### src/hw/rtl/round_robin_thread_ring_scheduler_core_macros.svh
// assertion macros for the thread ring scheduler core
// used by the top level only, relies on clk and rst_n in scope
`ifndef ROUND_ROBIN_THREAD_RING_SCHEDULER_CORE_MACROS_SVH
`define ROUND_ROBIN_THREAD_RING_SCHEDULER_CORE_MACROS_SVH

// same-cycle implication
`define RRTS_ASSERT_NOW(lbl, ante, cons, msg) \
  lbl: assert property (@(posedge clk) disable iff (!rst_n) (ante) |-> (cons)) \
    else $error(msg);

// next-cycle implication
`define RRTS_ASSERT_NEXT(lbl, ante, cons, msg) \
  lbl: assert property (@(posedge clk) disable iff (!rst_n) (ante) |=> (cons)) \
    else $error(msg);

`endif

### src/hw/rtl/rrts_pkg.sv
// shared types, codes and sizes of the thread ring scheduler
// no dependencies
`default_nettype none

package rrts_pkg;

  localparam int THREAD_SLOTS = 16;
  localparam int ID_W         = $clog2(THREAD_SLOTS);
  localparam int CNT_W        = $clog2(THREAD_SLOTS + 1);
  localparam int ROOT_W       = 52;
  localparam int OUT_ID_W     = 4;

  localparam logic [1:0] FN_CREATE_K = 2'd0;
  localparam logic [1:0] FN_CREATE_U = 2'd1;
  localparam logic [1:0] FN_YIELD    = 2'd2;
  localparam logic [1:0] FN_EXIT     = 2'd3;

  localparam logic [1:0] ST_DEAD    = 2'd0;
  localparam logic [1:0] ST_READY   = 2'd1;
  localparam logic [1:0] ST_RUNNING = 2'd2;
  localparam logic [1:0] ST_BLOCKED = 2'd3;

  typedef struct packed {
    logic [1:0]        func;
    logic [ROOT_W-1:0] space_root;
  } in_t;

  typedef struct packed {
    logic                ok;
    logic [OUT_ID_W-1:0] thread_id;
    logic                switched;
    logic [ROOT_W-1:0]   root_to_load;
    logic                user_thread;
  } out_t;

  // controller to datapath
  typedef struct packed {
    logic latch_in;
    logic rd_cur;
    logic kill_cur;
    logic create_fail;
    logic cr_write;
    logic cr_splice;
    logic walk_init;
    logic walk_step;
    logic walk_hit;
    logic walk_fail;
    logic sw_old;
    logic sw_new;
    logic out_load;
  } cmd_t;

  // datapath to controller
  typedef struct packed {
    logic [1:0] func;
    logic       full;
    logic       walk_more;
    logic       walk_hit;
    logic       old_run;
    logic       out_free;
  } sts_t;

endpackage

`default_nettype wire

### src/hw/rtl/rrts_ram.sv
// generic single write port ram with registered read
// no dependencies
`default_nettype none

module rrts_ram #(
  parameter int WIDTH = 8,
  parameter int DEPTH = 16
) (
  input  wire logic                     clk,
  input  wire logic                     we,
  input  wire logic [$clog2(DEPTH)-1:0] waddr,
  input  wire logic [WIDTH-1:0]         wdata,
  input  wire logic                     re,
  input  wire logic [$clog2(DEPTH)-1:0] raddr,
  output logic      [WIDTH-1:0]         rdata
);

  logic [WIDTH-1:0] mem [DEPTH];

  always_ff @(posedge clk) begin
    if (we) begin
      mem[waddr] <= wdata;
    end
    if (re) begin
      rdata <= mem[raddr];
    end
  end

endmodule

`default_nettype wire

### src/hw/rtl/rrts_ctrl.sv
// sequencer of the thread ring scheduler: one request at a time
// depends on rrts_pkg
`default_nettype none

module rrts_ctrl (
  input  wire logic          clk,
  input  wire logic          rst_n,
  input  wire logic          in_valid,
  output logic               in_stall,
  input  wire rrts_pkg::sts_t sts,
  output rrts_pkg::cmd_t      cmd
);

  typedef enum logic [3:0] {
    S_IDLE,
    S_START,
    S_CR_LINK,
    S_CR_SPLICE,
    S_WK_FIRST,
    S_WK_CHK,
    S_SW_OLD,
    S_SW_NEW,
    S_FINISH
  } state_t;

  state_t state_r, state_nxt;

  always_ff @(posedge clk) begin
    if (!rst_n) begin
      state_r <= S_IDLE;
    end else begin
      state_r <= state_nxt;
    end
  end

  // no request is taken while reset is held
  assign in_stall = !rst_n || (state_r != S_IDLE);

  always_comb begin
    cmd       = '0;
    state_nxt = state_r;
    case (state_r)
      S_IDLE: begin
        if (in_valid) begin
          cmd.latch_in = 1'b1;
          state_nxt    = S_START;
        end
      end
      S_START: begin
        cmd.rd_cur   = 1'b1;
        cmd.kill_cur = (sts.func == rrts_pkg::FN_EXIT);
        if (sts.func inside {rrts_pkg::FN_CREATE_K, rrts_pkg::FN_CREATE_U}) begin
          if (sts.full) begin
            cmd.create_fail = 1'b1;
            state_nxt       = S_FINISH;
          end else begin
            state_nxt = S_CR_LINK;
          end
        end else begin
          state_nxt = S_WK_FIRST;
        end
      end
      S_CR_LINK: begin
        cmd.cr_write = 1'b1;
        state_nxt    = S_CR_SPLICE;
      end
      S_CR_SPLICE: begin
        cmd.cr_splice = 1'b1;
        state_nxt     = S_FINISH;
      end
      S_WK_FIRST: begin
        cmd.walk_init = 1'b1;
        state_nxt     = S_WK_CHK;
      end
      S_WK_CHK: begin
        if (sts.walk_more) begin
          cmd.walk_step = 1'b1;
        end else if (sts.walk_hit) begin
          cmd.walk_hit = 1'b1;
          state_nxt    = sts.old_run ? S_SW_OLD : S_SW_NEW;
        end else begin
          cmd.walk_fail = 1'b1;
          state_nxt     = S_FINISH;
        end
      end
      S_SW_OLD: begin
        cmd.sw_old = 1'b1;
        state_nxt  = S_SW_NEW;
      end
      S_SW_NEW: begin
        cmd.sw_new = 1'b1;
        state_nxt  = S_FINISH;
      end
      S_FINISH: begin
        if (sts.out_free) begin
          cmd.out_load = 1'b1;
          state_nxt    = S_IDLE;
        end
      end
      default: begin
        state_nxt = S_IDLE;
      end
    endcase
  end

endmodule

`default_nettype wire

### src/hw/rtl/rrts_dp.sv
// datapath of the thread ring scheduler: thread tables, walk pointer, result
// depends on rrts_pkg and rrts_ram
`default_nettype none

module rrts_dp (
  input  wire logic                         clk,
  input  wire logic                         rst_n,
  input  wire rrts_pkg::in_t                in_data,
  input  wire logic                         cfg_we,
  input  wire logic [rrts_pkg::ROOT_W-1:0]  cfg_wdata,
  input  wire rrts_pkg::cmd_t               cmd,
  output rrts_pkg::sts_t                    sts,
  output logic                              out_valid,
  input  wire logic                         out_stall,
  output rrts_pkg::out_t                    out_data
);

  localparam int IW = rrts_pkg::ID_W;
  localparam int CW = rrts_pkg::CNT_W;
  localparam int RW = rrts_pkg::ROOT_W;

  rrts_pkg::in_t  req_r;
  rrts_pkg::out_t res_r;
  rrts_pkg::out_t out_r;
  logic           out_valid_r;

  logic [RW-1:0] kern_root_r;
  logic [IW-1:0] run_id_r;
  logic [CW-1:0] next_free_r;
  logic [IW-1:0] old_r;
  logic [IW-1:0] nxt_r;
  logic [CW-1:0] visits_r;
  logic          old_run_r;

  // slot 0 lives in flops so that its reset state needs no ram clearing
  logic [1:0]    stat0_r;
  logic [IW-1:0] link0_r;
  logic          rd_zero_r;

  logic [IW-1:0] tid;
  logic [IW-1:0] rd_addr;
  logic          rd_en;
  logic [IW-1:0] link_ram_q;
  logic [1:0]    stat_ram_q;
  logic [RW:0]   root_ram_q;
  logic [IW-1:0] link_q;
  logic [1:0]    stat_q;
  logic [RW:0]   root_q;

  logic          link_we;
  logic [IW-1:0] link_waddr;
  logic [IW-1:0] link_wdata;
  logic          stat_wr;
  logic [IW-1:0] stat_waddr;
  logic [1:0]    stat_wdata;
  logic [RW:0]   root_wdata;
  logic          nxt_is_old;
  logic          stat_skip;

  assign tid     = next_free_r[IW-1:0];
  assign rd_en   = cmd.rd_cur | cmd.walk_init | cmd.walk_step;
  assign rd_addr = cmd.rd_cur ? run_id_r : link_q;

  assign link_q = rd_zero_r ? link0_r : link_ram_q;
  assign stat_q = rd_zero_r ? stat0_r : stat_ram_q;
  assign root_q = rd_zero_r ? '0 : root_ram_q;

  always_comb begin
    link_we    = 1'b0;
    link_waddr = tid;
    link_wdata = link_q;
    if (cmd.cr_write) begin
      link_we = 1'b1;
    end else if (cmd.cr_splice) begin
      link_we    = (run_id_r != '0);
      link_waddr = run_id_r;
      link_wdata = tid;
    end
  end

  always_comb begin
    stat_wr    = 1'b1;
    stat_waddr = run_id_r;
    stat_wdata = rrts_pkg::ST_DEAD;
    if (cmd.cr_write) begin
      stat_waddr = tid;
      stat_wdata = rrts_pkg::ST_READY;
    end else if (cmd.sw_old) begin
      stat_waddr = old_r;
      stat_wdata = rrts_pkg::ST_READY;
    end else if (cmd.sw_new) begin
      stat_waddr = nxt_r;
      stat_wdata = rrts_pkg::ST_RUNNING;
    end else if (!cmd.kill_cur) begin
      stat_wr = 1'b0;
    end
  end

  assign root_wdata = (req_r.func == rrts_pkg::FN_CREATE_U) ? {1'b1, req_r.space_root} : '0;

  rrts_ram #(.WIDTH(IW), .DEPTH(rrts_pkg::THREAD_SLOTS)) u_link_ram (
    .clk   (clk),
    .we    (link_we),
    .waddr (link_waddr),
    .wdata (link_wdata),
    .re    (rd_en),
    .raddr (rd_addr),
    .rdata (link_ram_q)
  );

  rrts_ram #(.WIDTH(2), .DEPTH(rrts_pkg::THREAD_SLOTS)) u_stat_ram (
    .clk   (clk),
    .we    (stat_wr && (stat_waddr != '0)),
    .waddr (stat_waddr),
    .wdata (stat_wdata),
    .re    (rd_en),
    .raddr (rd_addr),
    .rdata (stat_ram_q)
  );

  // user flag on top of the own root
  rrts_ram #(.WIDTH(RW + 1), .DEPTH(rrts_pkg::THREAD_SLOTS)) u_root_ram (
    .clk   (clk),
    .we    (cmd.cr_write),
    .waddr (tid),
    .wdata (root_wdata),
    .re    (rd_en),
    .raddr (rd_addr),
    .rdata (root_ram_q)
  );

  assign nxt_is_old = (nxt_r == old_r);
  assign stat_skip  = stat_q inside {rrts_pkg::ST_DEAD, rrts_pkg::ST_BLOCKED};

  assign sts.func      = req_r.func;
  assign sts.full      = (next_free_r >= CW'(rrts_pkg::THREAD_SLOTS));
  assign sts.walk_more = stat_skip && !nxt_is_old && (visits_r < CW'(rrts_pkg::THREAD_SLOTS));
  assign sts.walk_hit  = !nxt_is_old && (stat_q == rrts_pkg::ST_READY);
  assign sts.old_run   = old_run_r;
  assign sts.out_free  = !out_valid_r || !out_stall;

  // control state
  always_ff @(posedge clk) begin
    if (!rst_n) begin
      kern_root_r <= '0;
      run_id_r    <= '0;
      next_free_r <= CW'(1);
      stat0_r     <= rrts_pkg::ST_RUNNING;
      link0_r     <= '0;
      out_valid_r <= 1'b0;
    end else begin
      if (cfg_we) begin
        kern_root_r <= cfg_wdata;
      end
      if (stat_wr && (stat_waddr == '0)) begin
        stat0_r <= stat_wdata;
      end
      if (cmd.cr_splice) begin
        next_free_r <= next_free_r + CW'(1);
        if (run_id_r == '0) begin
          link0_r <= tid;
        end
      end
      if (cmd.sw_new) begin
        run_id_r <= nxt_r;
      end
      if (cmd.out_load) begin
        out_valid_r <= 1'b1;
      end else if (!out_stall) begin
        out_valid_r <= 1'b0;
      end
    end
  end

  // payload and walk registers
  always_ff @(posedge clk) begin
    if (cmd.latch_in) begin
      req_r <= in_data;
    end
    if (rd_en) begin
      rd_zero_r <= (rd_addr == '0);
    end
    if (cmd.rd_cur) begin
      old_r <= run_id_r;
    end
    if (cmd.walk_init) begin
      old_run_r <= (req_r.func == rrts_pkg::FN_YIELD) && (stat_q == rrts_pkg::ST_RUNNING);
      visits_r  <= '0;
    end else if (cmd.walk_step) begin
      visits_r <= visits_r + CW'(1);
    end
    if (cmd.walk_init || cmd.walk_step) begin
      nxt_r <= link_q;
    end
    if (cmd.create_fail) begin
      res_r <= '0;
    end else if (cmd.cr_splice) begin
      res_r           <= '0;
      res_r.ok        <= 1'b1;
      res_r.thread_id <= rrts_pkg::OUT_ID_W'(tid);
    end else if (cmd.walk_fail) begin
      res_r           <= '0;
      res_r.thread_id <= rrts_pkg::OUT_ID_W'(old_r);
    end else if (cmd.walk_hit) begin
      res_r.ok           <= 1'b1;
      res_r.thread_id    <= rrts_pkg::OUT_ID_W'(nxt_r);
      res_r.switched     <= 1'b1;
      res_r.root_to_load <= (root_q[RW-1:0] != '0) ? root_q[RW-1:0] : kern_root_r;
      res_r.user_thread  <= root_q[RW];
    end
    if (cmd.out_load) begin
      out_r <= res_r;
    end
  end

  assign out_valid = out_valid_r;
  assign out_data  = out_r;

endmodule

`default_nettype wire

### src/hw/rtl/round_robin_thread_ring_scheduler_core.sv
// top level of the round-robin thread ring scheduler
// depends on rrts_pkg, rrts_ctrl, rrts_dp and the assertion macro header
//
//   channel | handshake           | payload
//   --------+---------------------+---------------------------
//   in      | in_valid / in_stall | in_data (rrts_pkg::in_t)
//   out     | out_valid/out_stall | out_data (rrts_pkg::out_t)
//   cfg     | cfg_we              | cfg_wdata (kernel space root)
//
// one request at a time: a create runs start, link, splice and finish, or start
// then finish when the table is full; a yield or exit runs start, walk first,
// a walk check per link followed (at most THREAD_SLOTS - 1 extra links, one ram
// read each), switch old on a yield whose old thread is running, switch new and
// finish, or walk then finish when no ready thread is found. a stalled result
// holds finish, in_stall stays high meanwhile. sync reset holds in_stall; slot 0 runs alone, no ram clear
`default_nettype none

`include "round_robin_thread_ring_scheduler_core_macros.svh"

module round_robin_thread_ring_scheduler_core (
  input  wire logic                        clk,
  input  wire logic                        rst_n,
  input  wire logic                        in_valid,
  output logic                             in_stall,
  input  wire rrts_pkg::in_t               in_data,
  output logic                             out_valid,
  input  wire logic                        out_stall,
  output rrts_pkg::out_t                   out_data,
  input  wire logic                        cfg_we,
  input  wire logic [rrts_pkg::ROOT_W-1:0] cfg_wdata
);

  rrts_pkg::cmd_t cmd;
  rrts_pkg::sts_t sts;
  logic [4:0]     tbl_wr;

  rrts_ctrl u_ctrl (
    .clk      (clk),
    .rst_n    (rst_n),
    .in_valid (in_valid),
    .in_stall (in_stall),
    .sts      (sts),
    .cmd      (cmd)
  );

  rrts_dp u_dp (
    .clk       (clk),
    .rst_n     (rst_n),
    .in_data   (in_data),
    .cfg_we    (cfg_we),
    .cfg_wdata (cfg_wdata),
    .cmd       (cmd),
    .sts       (sts),
    .out_valid (out_valid),
    .out_stall (out_stall),
    .out_data  (out_data)
  );

  assign tbl_wr = {cmd.kill_cur, cmd.cr_write, cmd.cr_splice, cmd.sw_old, cmd.sw_new};

  `RRTS_ASSERT_NEXT(a_busy_after_accept, in_valid && !in_stall, in_stall, "no stall after accept")
  `RRTS_ASSERT_NOW(a_no_overwrite, cmd.out_load, !out_valid || !out_stall, "result overwritten")
  `RRTS_ASSERT_NEXT(a_load_shows, cmd.out_load, out_valid, "loaded result not presented")
  `RRTS_ASSERT_NOW(a_one_write, 1'b1, $onehot0(tbl_wr), "table write collision")

endmodule

`default_nettype wire
### config.mk
export PLATFORM = sky130hd
export DESIGN_NAME = round_robin_thread_ring_scheduler_core
export DESIGN_NICKNAME = d
export VERILOG_FILES = /design/src/hw/rtl/rrts_pkg.sv /design/src/hw/rtl/rrts_ram.sv /design/src/hw/rtl/rrts_ctrl.sv /design/src/hw/rtl/rrts_dp.sv /design/src/hw/rtl/round_robin_thread_ring_scheduler_core.sv
export VERILOG_INCLUDE_DIRS = /design/src /design/src/hw/rtl
export SDC_FILE = /design/constraint.sdc
export NUM_CORES = 2
export LEC_CHECK = 0
export ABC_AREA = 1
export BUFFER_PORTS_ARGS = -buffer_cell sky130_fd_sc_hd__buf_2
export CAP_MARGIN = 25
export CORE_MARGIN = 2
export CORE_UTILIZATION = 60
export CTS_CLUSTER_DIAMETER = 100
export CTS_CLUSTER_SIZE = 25
export DETAILED_ROUTE_END_ITERATION = 7
export HOLD_SLACK_MARGIN = 0.06
export PLACE_DENSITY = 0.75
export RECOVER_POWER = 50
export SLEW_MARGIN = 0
export SYNTH_ARGS = -nofsm -noshare
export SYNTH_HDL_FRONTEND = slang
export SYNTH_SLANG_ARGS = --single-unit
### constraint.sdc
create_clock -name clk -period 6.7 [get_ports clk]
set_input_delay 0 -clock clk [delete_from_list [all_inputs] [get_ports clk]]
set_output_delay 0 -clock clk [all_outputs]
set_load 0.03 [all_outputs]
After elaboration in Yosys (flattened, before gate mapping)
Memory sizes are Yosys's and may differ from the RTL's. A register that Yosys moved wholly into a read port is not among the register bits. Index checks and enable logic that the tools add are counted.

Memories kept: 3. Input bits: 111. Bits in writable memories: 944. Bits in registers: 259. Output and inout port bits: 61.

Magnitude comparators: 2. Reductions and logical operators: 30. Muxes and demuxes: 58. $add $sub $neg: 2. Bitwise gates (word level): 2. Equal/unequal tests: 19.

Memories: u_dp.u_root_ram.mem (words 16, bits a word 53, read ports 1, clocked after Yosys merged registers in 1, write ports 1, RTL line rrts_ram.sv:18) `logic [WIDTH-1:0] mem [DEPTH];`; u_dp.u_link_ram.mem (words 16, bits a word 4, read ports 1, clocked after Yosys merged registers in 1, write ports 1, RTL line rrts_ram.sv:18); u_dp.u_stat_ram.mem (words 16, bits a word 2, read ports 1, clocked after Yosys merged registers in 1, write ports 1, RTL line rrts_ram.sv:18).

Operator list (number): 59-bit two-way mux (3); 53-bit two-way mux (2); 4-bit two-way mux (15); 52-bit two-way mux (1); 52-bit nonzero test (1); 4-bit case mux with 8 select lines (1); 1-bit two-way mux (29); 4-bit by 3-bit equality test with 1-bit output (second input constant) (4); 4-bit zero test (4); 4-bit nonzero test (3); 5-bit by 1-bit adder with 5-bit output (second input constant) (2); 2-bit two-way mux (5); 2-bit equality test (second input constant) (4); 4-bit by 2-bit equality test with 1-bit output (second input constant) (2); 1-bit logical AND (6); 3-bit two-way mux (2); 2-bit != test (second input constant) (3); 5-bit >= comparator (second input constant) (1); 5-bit < comparator (second input constant) (1); 2-bit by 1-bit equality test with 1-bit output (second input constant) (2); 4-bit by 1-bit equality test with 1-bit output (second input constant) (1); 4-bit equality test (1); 4-bit equality test (second input constant) (1); 1-bit zero test (4); other kinds (10) (15).

Longest topological paths before layout
Depth in word-level cells: 11. Mapped depth: 17.

Hierarchy
A second synthesis with hierarchy kept.

Cells, all modules: 5175. Area, all modules: 53119.7 sq um.

By module, submodules not included: rrts_ram at u_dp.u_root_ram (cells each 3491, sequential area each 27055.9 sq um, times used 1, area an instance 37785.0 sq um); rrts_dp (cells each 1172, sequential area each 6336.1 sq um, times used 1, area an instance 10416.2 sq um); rrts_ram at u_dp.u_link_ram (cells each 291, sequential area each 2042.0 sq um, times used 1, area an instance 3006.6 sq um); rrts_ram at u_dp.u_stat_ram (cells each 159, sequential area each 1021.0 sq um, times used 1, area an instance 1551.5 sq um); rrts_ctrl (cells each 62, sequential area each 80.1 sq um, times used 1, area an instance 360.3 sq um).

Worst setup path before layout
OpenSTA, ideal clock, no wires.

Kind: register to register. Start: register u_ctrl.state_r[1]. End: register u_dp.req_r[0] in the netlist's numbering, enable pin. Arrival time: 4369 ps. Required time: 6167 ps. Cell stages (with the launch flop): 3. Path buffers: 0. Slack: 1798 ps. Cell sequence: dfxtp_1 or2_2 nor3_1.

RTL lines: from (decl) (RTL line rrts_ctrl.sv:26) `state_t state_r, state_nxt;`; from (signal assigned) (RTL line rrts_ctrl.sv:32) `state_r <= state_nxt;`; to (signal assigned) (RTL line rrts_dp.sv:178) `req_r <= in_data;`; to (decl) (RTL line rrts_dp.sv:22) `rrts_pkg::in_t req_r;`.

Worst setup path in the final report
Start: register u_ctrl.state_r[1]. End: memory u_dp.u_root_ram.mem[15][15] in the netlist's numbering, enable pin.

Longest elaborated chain between the ends: 4.

RTL lines: 4-bit by 2-bit equality test with 1-bit output (RTL line rrts_ctrl.sv:42) `case (state_r)`; 1-bit two-way mux (RTL line rrts_ctrl.sv:42); 1-bit two-way mux (RTL line rrts_ram.sv:21) `if (we) begin`; 1-bit two-way mux (not written as such) (RTL line rrts_ram.sv:22) `mem[waddr] <= wdata;`; to (decl) (RTL line rrts_ram.sv:18).

No other way between the ends.

==> flow_summary_export.csv <==
group,metric,value,unit
layout,area_growth,10.06,%
setup_path,crit_arrival,4.97,ns
power_and_ir_drop,power.internal,11.76,mW
setup_path,end_kind,"register",
sta,post-route-period-util,70.77,%
power_and_ir_drop,p_comb_share,21.0,%
layout,fin_area,58430,sq um
layout,final_cell_mix,"nand2_1 (1535), edfxtp_1 (1126), inv_1 (861)",
detailed_routing,via_per_inst,5.403,
run,maxCapViolCount,12,
sta,finClkSkew,0.03506,ns
floorplan,fp.dieW,301.5,um
grt,grt_pass1_vias,33910,
layout,postLayoutCoreUtil,66.32,%
status,violations,"capacitance limit, slew limit",
detailed_routing,antenna_left,0,
synthesis,synth_area_per_cell,10.16,sq um
setup_path,critical_path_class,"register to register",
power_and_ir_drop,leakage,24.03,nW
detailed_routing,first_pass_iters,5,
power_and_ir_drop,irDropWorstVdd,0.0002931,V
placed_design,place.gp.congestion,0.9150,
power_and_ir_drop,p_sw_share,30.21,%
setup_path,worstSetupStartpoint,"u_ctrl.state_r[1]",
setup_path,reg2regPathDepth,5,
sta,rsz0062_at_grt,"false",
synthesis,synth-edff-count,1126,
synthesis,yosysUniqueCellTypes,36,
grt,grt_max_degree,178,
synthesis,async_flop_share,0,%
floorplan,die_area,90880,sq um
layout,drive_gt1_share,4.500,%
sta,tightest_slew,3.143,ns
layout,layout_commonest_cell,"nand2_1",
setup_path,crit_chain,"nand2_1 > inv_1 > nand2_1 > nor2_1 > clkbuf_1",
sta,fin_tns_setup,0,ns
sta,maxSlewViolCount,358,
setup_path,critPathSlowestCell,"clkbuf_1",
sta,clock.fmax,210.9,MHz
setup_path,required,6.92,ns
setup_path,cp_max_fo,31,
grt,antenna_found_initial,2,
worst_hold_path,hold_class,"input pin to register",
detailed_routing,vias,36070,
cts,cts_buffers,56,
sta,slew_headroom,-109.5,%
sta,setup-violations-final,0,
placed_design,hpwl,69.85,mm
setup_path,max_stage_delay,1.98,ns
synthesis,synth_ff_type,"edfxtp_1",
placed_design,place_inst,6373,
status,status,"complete, but fails checks",
detailed_routing,wire_per_inst,18.97,um
layout,instances_no_fill,6676,
cts,root_buffer,"clkbuf_16",
worst_hold_path,whs_path_depth,4,
synthesis,ys_ff_latch,1262,
layout,seqCellArea,36540,sq um
setup_path,startpoint_type,"register",
worst_hold_path,hold_start,"out_stall",
grt,overflow,0,
grt,grt_usage,27.75,%
setup_path,reg2reg_slack,1.96,ns
setup_path,cpMostUsedCell,"nand2_1",
grt,grt_first_pass_wirelength,192.2,mm
detailed_routing,drc,0,
cts,post_cts_buffers,0,
power_and_ir_drop,seqPwrFrac,56.0,%
power_and_ir_drop,p_sw,5.090,mW
synthesis,synth_area,53090,sq um
cts,post_cts_resized,0,
sta,finalHoldViolCount,0,
synthesis,synth-seq-area-share,68.82,%
floorplan,ioPinCount,172,
detailed_routing,first_iter_violations,4051,
floorplan,die_height,301.5,um
floorplan,placementRows,109,
setup_path,r2r_end,"u_dp.u_root_ram.mem[15][15]",
synthesis,syn_inst,5226,
cts,cts_sinks,1262,
setup_path,r2r_start,"u_ctrl.state_r[1]",
cts,path_clk_slew,0.11,ns
sta,post-route-min-period,4.742,ns
floorplan,design.core.area,88100,sq um
layout,num-fill-cells,6626,
worst_hold_path,min_to,"u_dp.out_valid",
layout,fin_nets,5604,
detailed_routing,drt_wl_total,126.7,mm
synthesis,ys_warn_count,0,
cts,clk_latency,0.68,ns
cts,cts_tree,"built",
layout,diodes,0,
cts,clockBufferDepth,3,
layout,multi_input_area,12170,sq um
placed_design,port_buffers,171,
floorplan,initial_core_util,60.26,%
placed_design,placed_area,54970,sq um
power_and_ir_drop,power_frac_clock,23.1,%
power_and_ir_drop,p_per_area,288.4,nW/um^2
power_and_ir_drop,power,16.85,mW
cts,cts_max_level,2,
[per-layer routing]
metal | wire length [um] | track usage (%) | share of wire, % | vias up
li1 | - | - | - | 17230
met1 | 51400 | 38.50 | 41 | 16920
met2 | 58080 | 44.42 | 46 | 1669
met3 | 13150 | 5.518 | 10 | 253
met4 | 4020 | 9.147 | 3.2 | 0
met5 | 0 | 0 | 0 | -
[synth_stat cells (12+ instances only)]
| cell | instances | area share [%] |
|---|---|---|
| nand2_1 | 1535 | 11 |
| edfxtp_1 | 1126 | 64 |
| o21ai_0 | 264 | 2.5 |
| buf_4 | 21 | 0.30 |
| inv_1 | 860 | 6.1 |
| dfxtp_1 | 136 | 5.1 |
| a21oi_1 | 119 | 1.1 |
| buf_6 | 12 | 0.25 |
| nor2_1 | 369 | 2.6 |
| nand3_1 | 435 | 4.1 |
| clkbuf_1 | 71 | 0.50 |
| buf_2 | 139 | 1.3 |
| o21ai_1 | 81 | 0.76 |
[logic make-up (layout without fill, tap and decap cells)]
| family | after synthesis | count (layout) | share of synthesized area [%] |
|---|---|---|---|
| flops | 1262 | 1262 | 68.82 |
| buf+inv | 1116 | 1400 | 8.541 |
| fa+ha+maj | 7 | 7 | 0.1650 |
| other cells | 1 | 2 | 0.007063 |
| compound gates | 474 | 474 | 4.537 |
| simple gates | 2365 | 2365 | 17.92 |
| xor+xnor | 1 | 1 | 0.01650 |
[sequential cells by signal, summed over array words and instances, names as in the netlist, 32 cells and up]
name and cells:
u_dp.res_r 59, u_dp.u_link_ram.mem 64, u_dp.out_data 59, u_dp.u_stat_ram.mem 32, u_dp.u_root_ram.rdata 53, u_dp.req_r 52
u_dp.kern_root_r 52, u_dp.u_root_ram.mem 848
[area by class of cell]
cell class / instances / area share [%]
clock buffers: 79 / 2.582
clock inverters: 4 / 0.05781
inverters: 866 / 5.567
multi-input cells: 2849 / 20.83
flip-flops and latches: 1262 / 62.52
well taps: 1165 / 2.495
repair buffers: 451 / 5.948
[power groups by stage]
stage | logic [mW] | registers, mW | clock network, mW
2_1_floorplan | 2.54 | 9.43 | 0
3_3_place_gp | 3.27 | 9.58 | 0
3_5_place_dp | 3.38 | 9.59 | 0
4_1_cts | 3.50 | 9.41 | 3.92
5_1_grt | 3.98 | 9.47 | 4.19
6_report | 3.53 | 9.44 | 3.89
[worst max-delay path: cells and delay by family, from the launching register on]
family,cells,cell delay [ns]
flip-flops,1,0.49
buffers and inverters,2,2.06
AND/OR/NAND/NOR,3,1.71
[per-stage QoR]
stage	worst slack, ns	hold slack [ns]
final	1.958	0.1571
after global routing	1.758	0.1823
after global placement	2.965	0.1763
after CTS	2.833	0.1427
after floorplan	1.798	0.09887
after detailed placement	2.866	0.1781
[worst max path at each step]
stage | to | cells past startpoint
2_1_floorplan | u_dp.req_r[0] | 2
3_3_place_gp | u_dp.u_root_ram.rdata[26] | 9
3_5_place_dp | u_dp.u_root_ram.rdata[11] | 13
4_1_cts | u_dp.u_root_ram.rdata[11] | 13
5_1_grt | u_dp.req_r[41] | 4
6_report | u_dp.u_root_ram.mem[15][15] | 5
[timing repair]
action,CTS,global route
endpoints found under the hold margin,121,0
endpoints found under the setup margin,0,0
hold buffers,216,0
Power figures use the tool's default switching activity.
